`config.mk`:
```
export PLATFORM = sky130hd
export DESIGN_NAME = lsp_ctrl
export DESIGN_NICKNAME = d
export VERILOG_FILES = /design/src/rtl/linked_stack_pool_with_splice_defines.svh /design/src/rtl/lsp_pkg.sv /design/src/rtl/lsp_ctrl.sv
export SDC_FILE = /design/constraint.sdc
export NUM_CORES = 1
export LEC_CHECK = 0
export BUFFER_PORTS_ARGS = -buffer_cell sky130_fd_sc_hd__buf_2
export CAP_MARGIN = 5
export CORE_AREA = 2 2 39 41
export DETAILED_ROUTE_END_ITERATION = 6
export DIE_AREA = 0 0 41 43
export HOLD_SLACK_MARGIN = 0.06
export PLACE_DENSITY_LB_ADDON = 0.05
export SETUP_SLACK_MARGIN = 0.3
export SYNTH_ARGS = -nofsm -noshare
export SYNTH_HDL_FRONTEND = slang
export SYNTH_SLANG_ARGS = --single-unit
```
`constraint.sdc`:
```
create_clock -name clk -period 1.02 [get_ports clk]
set_clock_uncertainty 0.1 [all_clocks]
set_input_delay 0 -clock clk [delete_from_list [all_inputs] [get_ports clk]]
set_output_delay 0 -clock clk [all_outputs]
set_load 0.005 [all_outputs]
```
`src/rtl/linked_stack_pool_with_splice_defines.svh`:
```
// Assertion macros shared by the block's checking code.
// Each macro expects clk and arst_n to be visible where it is used.
`ifndef LINKED_STACK_POOL_WITH_SPLICE_DEFINES_SVH
`define LINKED_STACK_POOL_WITH_SPLICE_DEFINES_SVH

// Same-cycle implication, off while reset is active.
`define LSP_ASSERT_IMPL(label, ante, cons, msg) \
	label: assert property (@(posedge clk) disable iff (!arst_n) (ante) |-> (cons)) \
		else $error(msg);

// Next-cycle implication, off while reset is active.
`define LSP_ASSERT_NEXT(label, ante, cons, msg) \
	label: assert property (@(posedge clk) disable iff (!arst_n) (ante) |=> (cons)) \
		else $error(msg);

`endif

```
`src/rtl/lsp_pkg.sv`:
```
package lsp_pkg;

	// Default sizes of the pool and the stack table
	localparam int POOL_DEPTH_DEF  = 1024;
	localparam int NUM_STACKS_DEF  = 256;
	localparam int VALUE_WIDTH_DEF = 32;

	// Field widths of the request and response channels
	localparam int TYPE_W      = 2;
	localparam int STACK_ID_W  = 8;
	localparam int NODE_IDX_W  = 10;
	localparam int PUSH_VAL_W  = 32;
	localparam int STACK_CNT_W = 11;
	localparam int TOP_NODE_W  = 10;

	// Request codes
	localparam logic [TYPE_W-1:0] REQ_PUSH  = 2'd0;
	localparam logic [TYPE_W-1:0] REQ_MOVE  = 2'd1;
	localparam logic [TYPE_W-1:0] REQ_QUERY = 2'd2;
	localparam logic [TYPE_W-1:0] REQ_READ  = 2'd3;

	// Response status codes
	localparam logic STATUS_OK   = 1'b0;
	localparam logic STATUS_FULL = 1'b1;

	// Controller to datapath
	typedef struct packed {
		logic clr_wr;  // clearing pass: zero one stack record
		logic take;    // capture the request
		logic rd;      // read stack records and node
		logic exec;    // commit updates and load the response
		logic src_wr;  // empty the source stack of a move
	} lsp_cmd_t;

	// Datapath to controller
	typedef struct packed {
		logic clr_last;   // clearing pass at its last record
		logic out_free;   // response register can take a new response
		logic move_live;  // current move changes state and needs a source clear
	} lsp_sts_t;

endpackage

```
`src/rtl/lsp_ctrl.sv`:
```
module lsp_ctrl (
	input  logic              clk,
	input  logic              arst_n,
	input  logic              in_valid,
	output logic              in_ready,
	input  lsp_pkg::lsp_sts_t sts,
	output lsp_pkg::lsp_cmd_t cmd
);

	localparam logic [2:0] ST_CLR  = 3'd0;
	localparam logic [2:0] ST_IDLE = 3'd1;
	localparam logic [2:0] ST_RD   = 3'd2;
	localparam logic [2:0] ST_EX   = 3'd3;
	localparam logic [2:0] ST_FIX  = 3'd4;

	logic [2:0] state_q;
	logic [2:0] state_nxt;

	always_comb begin
		state_nxt = state_q;
		unique case (state_q)
			ST_CLR: begin
				if (sts.clr_last) state_nxt = ST_IDLE;
			end
			ST_IDLE: begin
				if (in_valid) state_nxt = ST_RD;
			end
			ST_RD: begin
				state_nxt = ST_EX;
			end
			ST_EX: begin
				if (sts.out_free) state_nxt = sts.move_live ? ST_FIX : ST_IDLE;
			end
			ST_FIX: begin
				state_nxt = ST_IDLE;
			end
			default: begin
				state_nxt = ST_CLR;
			end
		endcase
	end

	always_ff @(posedge clk or negedge arst_n) begin
		if (!arst_n) begin
			state_q <= ST_CLR;
		end else begin
			state_q <= state_nxt;
		end
	end

	assign in_ready   = (state_q == ST_IDLE);
	assign cmd.clr_wr = (state_q == ST_CLR);
	assign cmd.take   = (state_q == ST_IDLE) && in_valid;
	assign cmd.rd     = (state_q == ST_RD);
	assign cmd.exec   = (state_q == ST_EX) && sts.out_free;
	assign cmd.src_wr = (state_q == ST_FIX);

endmodule

```
# Word level (Yosys, flattened, before mapping)
# Index checks and enable logic that the tools add are counted.
[word_totals] reg_bits=3 in_bits=6 output_inout_bits=6 wordCells=17
[classes] eq_ne=7 muxes=5 n_reduce_logical=4
[ops] op="3-bit one-hot mux with 5 select lines" count=1
[ops] op="3-bit two-way mux" count=4
[ops] op="3-bit by 2-bit == test with 1-bit output, second input constant" count=2
[ops] op="2-bit inequality test, second input constant" count=3
[ops] op="3-bit by 1-bit == test with 1-bit output, second input constant" count=1
[ops] op="3-bit == test, second input constant" count=1
[ops] op="3-bit zero test" count=1
[ops] op="3-bit AND reduction" count=1
[ops] op="1-bit logical AND" count=2

# Longest topological paths before layout
[logic_depth] ltp_word=3 ltp_mapped=4 mapped_depth_nobuf=3

# Least setup slack after synthesis
# Ideal clock, no wire load.
[synth_timing] path_type="reg2reg" start="register state_q[1]" end="register state_q[0]" setup_ns=0.126 arrival_ns=0.786 required_ns=0.794 setup_slack_ns=0.008 path_stages_with_launch=5 n_path_buf=1 synth_period_minus_slack_ns=1.012 path_cell_list="dfrtp_1 > buf_2 > nand2b_1 > a21oi_1 > a21oi_1"
[synth_via] elab_chain_len=3 word_cells_on_any_way=10 classes_between="eq/ne: 7; mux: 1; reduce/logical: 2"
[synth_rtl] element="start: declaration" line_no="lsp_ctrl.sv:16" rtl="logic [2:0] state_q;"
[synth_rtl] element="start signal: assignment" line_no="lsp_ctrl.sv:47" rtl="state_q <= state_nxt;"
[synth_rtl] element="3-bit by 2-bit == test with 1-bit output, or another cell as far along" line_no="lsp_ctrl.sv:21" rtl="unique case (state_q)"
[synth_rtl] element="2-bit inequality test (no line)"
[synth_rtl] element="3-bit AND reduction (no line)"
# Parallel ways exist; a longest one is shown, timed or not.
# A chain may end at the register's enable or synchronous reset.

==> results by group <==
STA
  – RSZ-0062 raised after global routing: yes
  – Final setup vio count: 8
  – Maximum achievable frequency: around 0.83 GHz
  – Max_slew headroom: a little under nine tenths
  – Time the final worst path needs with I/O delays and setup: 1.21 ns
  – Final total negative setup slack: -0.905 ns
  – Slew at the pin closest to its max-slew limit: about 0.21 ns
  – Final hold viol count: 2
  – Minimum hold slack: -0.0854 ns
  – Setup slack after layout: -0.192 ns
  – Number of max-slew violations in the final report: 0
  – Final cycle utilization of the critical path: 119%

Cells and area
  – Antenna diodes: 0
  – Most flop-heavy register: state_q
  – Flip-flop count of the largest register, all copies and words added: 3
  – Post-route cell area: between 300 and 400 um^2
  – Share of cells above drive strength 1: 63.0%
  – Final standard cell utilization of the core: slightly below 30%
  – Most frequent standard cell in the layout excluding fill and tap cells: sky130_fd_sc_hd__buf_2
  – Commonest cells after routing, fill and taps aside: sky130_fd_sc_hd__buf_2, sky130_fd_sc_hd__buf_6
  – Filler Cells Inserted: roughly 170
  – Area growth from synthesis to final layout: 99.4%
  – Top flop regs: state_q x3
  – Post-layout nets: between 50 and 60

Synthesis
  – Post-synthesis cell type with the largest combined area: sky130_fd_sc_hd__dfrtp_1
  – Synth cell types: 15
  – Fraction of post-synthesis cell area in the top cell type by area: roughly 38%
  – Post-Syn Instances: 25
  – Yosys warning total: 0
  – Top post-synthesis cells by area: sky130_fd_sc_hd__dfrtp_1, sky130_fd_sc_hd__and2_1, sky130_fd_sc_hd__a21oi_1
  – Cell area after synthesis: 200 um^2
  – Sequential share of the synthesized area: 37.5%
  – Net Count, Synth: 31
  – Synthesized area per cell: 8.01 um^2
  – Number of synthesized register bits: 3

Floorplanning
  – Ports: 12
  – Full die area: about 1800 um^2
  – Overall die height: between 40 and 50 um
  – Total core area: 1380 um^2
  – Number of placement rows: 14
  – Starting density of the core: about 14%
  – Die Span X: around 41 um

Clock tree
  – Clock tree root buffer cell: sky130_fd_sc_hd__clkbuf_4
  – Maximum buffer depth of the clock tree: 2
  – Clock tree from TritonCTS: yes
  – Number of hold-repair buffers added at the cts stage: 1
  – H-Tree Depth: 1
  – TritonCTS buffer count: 3
  – Worst-Skew Late Latency: 0.23 ns
  – CTS sink cnt: 3
  – Clock slew at reported path FFs: approximately 0.03 ns

Worst setup path
  – Capturing element type of the critical path: output pin
  – Worst Setup Start Kind: flop
  – Arrival time of data at the critical path endpoint: approximately 1.1 ns
  – Worst endpoint required time: approximately 0.92 ns
  – Maximum fanout along the worst path: 5
  – Crit Path Class: reg -> out

Pwr
  – Power per unit of standard cell area: approximately 2700 nW/um^2
  – Logic pwr share: 54.9%
  – Static power due to leakage: roughly 0.20 nW
  – Sequential fraction of design power: between 20% and 30%
  – Internal Power: approximately 690 uW
  – Switching power total: between 300 and 400 uW
  – Sw Ratio: ~36%
  – Share of power burned in the clock network: about a fifth
  – Maximum resistive drop on vdd: roughly 870 uV

Status
  – Violations in the final reports: negative hold slack, negative setup slack
  – Result of the run: finished, violations left

Placed design
  – Estimated wirelength of the detail-placed design: ~450 um
  – Weighted congestion at the end of routability-driven global placement: 0.681
  – Post-Place Cell Area: 304 um^2
  – Count of port buffers added during placement: 11
  – Pre-CTS setup slack: -0.0212 ns

Route
  – First drt pass iteration count: 1
  – Aggregate routed wire length: ~630 um
  – Number of violations reported at the end of detailed-routing iteration 0: 0
  – Wire length on met2: 348 um
  – Met1 routed wirelength after detailed routing: approximately 250 um
  – Remaining design rule violation count: 0
  – DRT antenna net count: 0
  – Met3 WL: 26 um
  – Wire length per cell: around 10 um
  – Uppermost metal layer occupied by signal nets: met3
  – Vias per std cell: around 3.9
  – Number of vias in the routed layout: between 200 and 250

GRT
  – Via count of the first global-routing pass: 242
  – Overall global routing resource usage: under 10%
  – Remaining Overflow, GRT: 0
  – Initial antenna violation count: 0
  – Pin count of the biggest net entering global routing: 9
  – Global-route wire length before repair: 952 um

Job
  – Max cap viols: 0

Min path
  – Min-Delay Path Class: in -> reg
-- cells by family (layout without fill, tap and decap cells) --
group | count (synthesis) | after routing | share of synthesized area, %
AOI/OAI and AO/OA | 5 | 5 | 13.7
buffers and inverters | 1 | 22 | 2.50
DFF | 3 | 3 | 37.5
and+or+nand+nor | 16 | 16 | 46.3
-- per-stage QoR --
step | std cells | total power, mW | hold slack, ns
2_1_floorplan | 25 | 0.512 | -0.396
3_3_place_gp | 55 | 0.706 | -0.301
3_5_place_dp | 55 | 0.699 | -0.298
4_1_cts | 62 | 1.06 | -0.0918
5_1_grt | 62 | 1.19 | -0.0710
6_report | 62 | 1.09 | -0.0854
-- metal layers --
layer / vias up / GRT usage [%]
met5: - / 0
met4: 0 / 2.00
met3: 0 / 4.71
met2: 7 / 13.8
met1: 112 / 8.74
li1: 124 / -
-- cell type report --
type	count	area [um^2]	area share (%)
multi-input combinational	21	150	37.6
timing repair buffer	18	125	31.3
sequential	3	77.6	19.4
clock buffer	4	26.3	6.58
tap	16	20.0	5.02
-- power groups by stage --
stage	sequential [mW]	clock [mW]	combinational (mW)
finish	0.287	0.204	0.597
global route	0.303	0.230	0.657
CTS	0.279	0.219	0.557
detailed placement	0.265	0	0.434
global placement	0.270	0	0.436
floorplan	0.221	0	0.291
-- synthesized netlist by cell type --
| cell type | instances |
|---|---|
| sky130_fd_sc_hd__nand2b_2 | 1 |
| sky130_fd_sc_hd__nand2_1 | 4 |
| sky130_fd_sc_hd__buf_2 | 1 |
| sky130_fd_sc_hd__and2b_1 | 1 |
| sky130_fd_sc_hd__dfrtp_1 | 3 |
| sky130_fd_sc_hd__nor3_1 | 1 |
| sky130_fd_sc_hd__nor3b_1 | 1 |
| sky130_fd_sc_hd__nand3b_1 | 1 |
| sky130_fd_sc_hd__nor2_2 | 2 |
| sky130_fd_sc_hd__nand2b_1 | 1 |
| sky130_fd_sc_hd__a21oi_1 | 3 |
| sky130_fd_sc_hd__o21bai_1 | 1 |
| sky130_fd_sc_hd__o21ai_0 | 1 |
| sky130_fd_sc_hd__and2_1 | 3 |
| sky130_fd_sc_hd__nor2_1 | 1 |
-- what timing repair did --
| item | 4_1_cts | 5_1_grt |
|---|---|---|
| pin swaps | 1 | 4 |
| endpoints found under the hold margin | 6 | 6 |
| resized for setup | 7 | 4 |
| setup buffers | 2 | 0 |
| endpoints found under the setup margin | 9 | 9 |
| gates cloned | 0 | 0 |
-- critical path: stages, from the launching register on --
cell and delay [ns]:
sky130_fd_sc_hd__dfrtp_2 0.44, sky130_fd_sc_hd__buf_6 0.14, sky130_fd_sc_hd__nor2_4 0.08, sky130_fd_sc_hd__and2_1 0.12
sky130_fd_sc_hd__buf_2 0.10
-- worst paths after layout --
path / depth (start not counted) / endpoint / startpoint / slack [ns]
max in group asynchronous: 2 / state_q[1] / arst_n / 0.70
min in group asynchronous: 2 / state_q[0] / arst_n / 0
setup reg to reg: 4 / state_q[0] / state_q[1] / -0.10
setup / recovery: 4 / cmd[3] / state_q[1] / -0.19
hold reg to reg: 2 / state_q[1] / state_q[2] / 0.49
hold / removal: 2 / state_q[2] / sts[0] / -0.09
(Power assumes the default switching activity.)
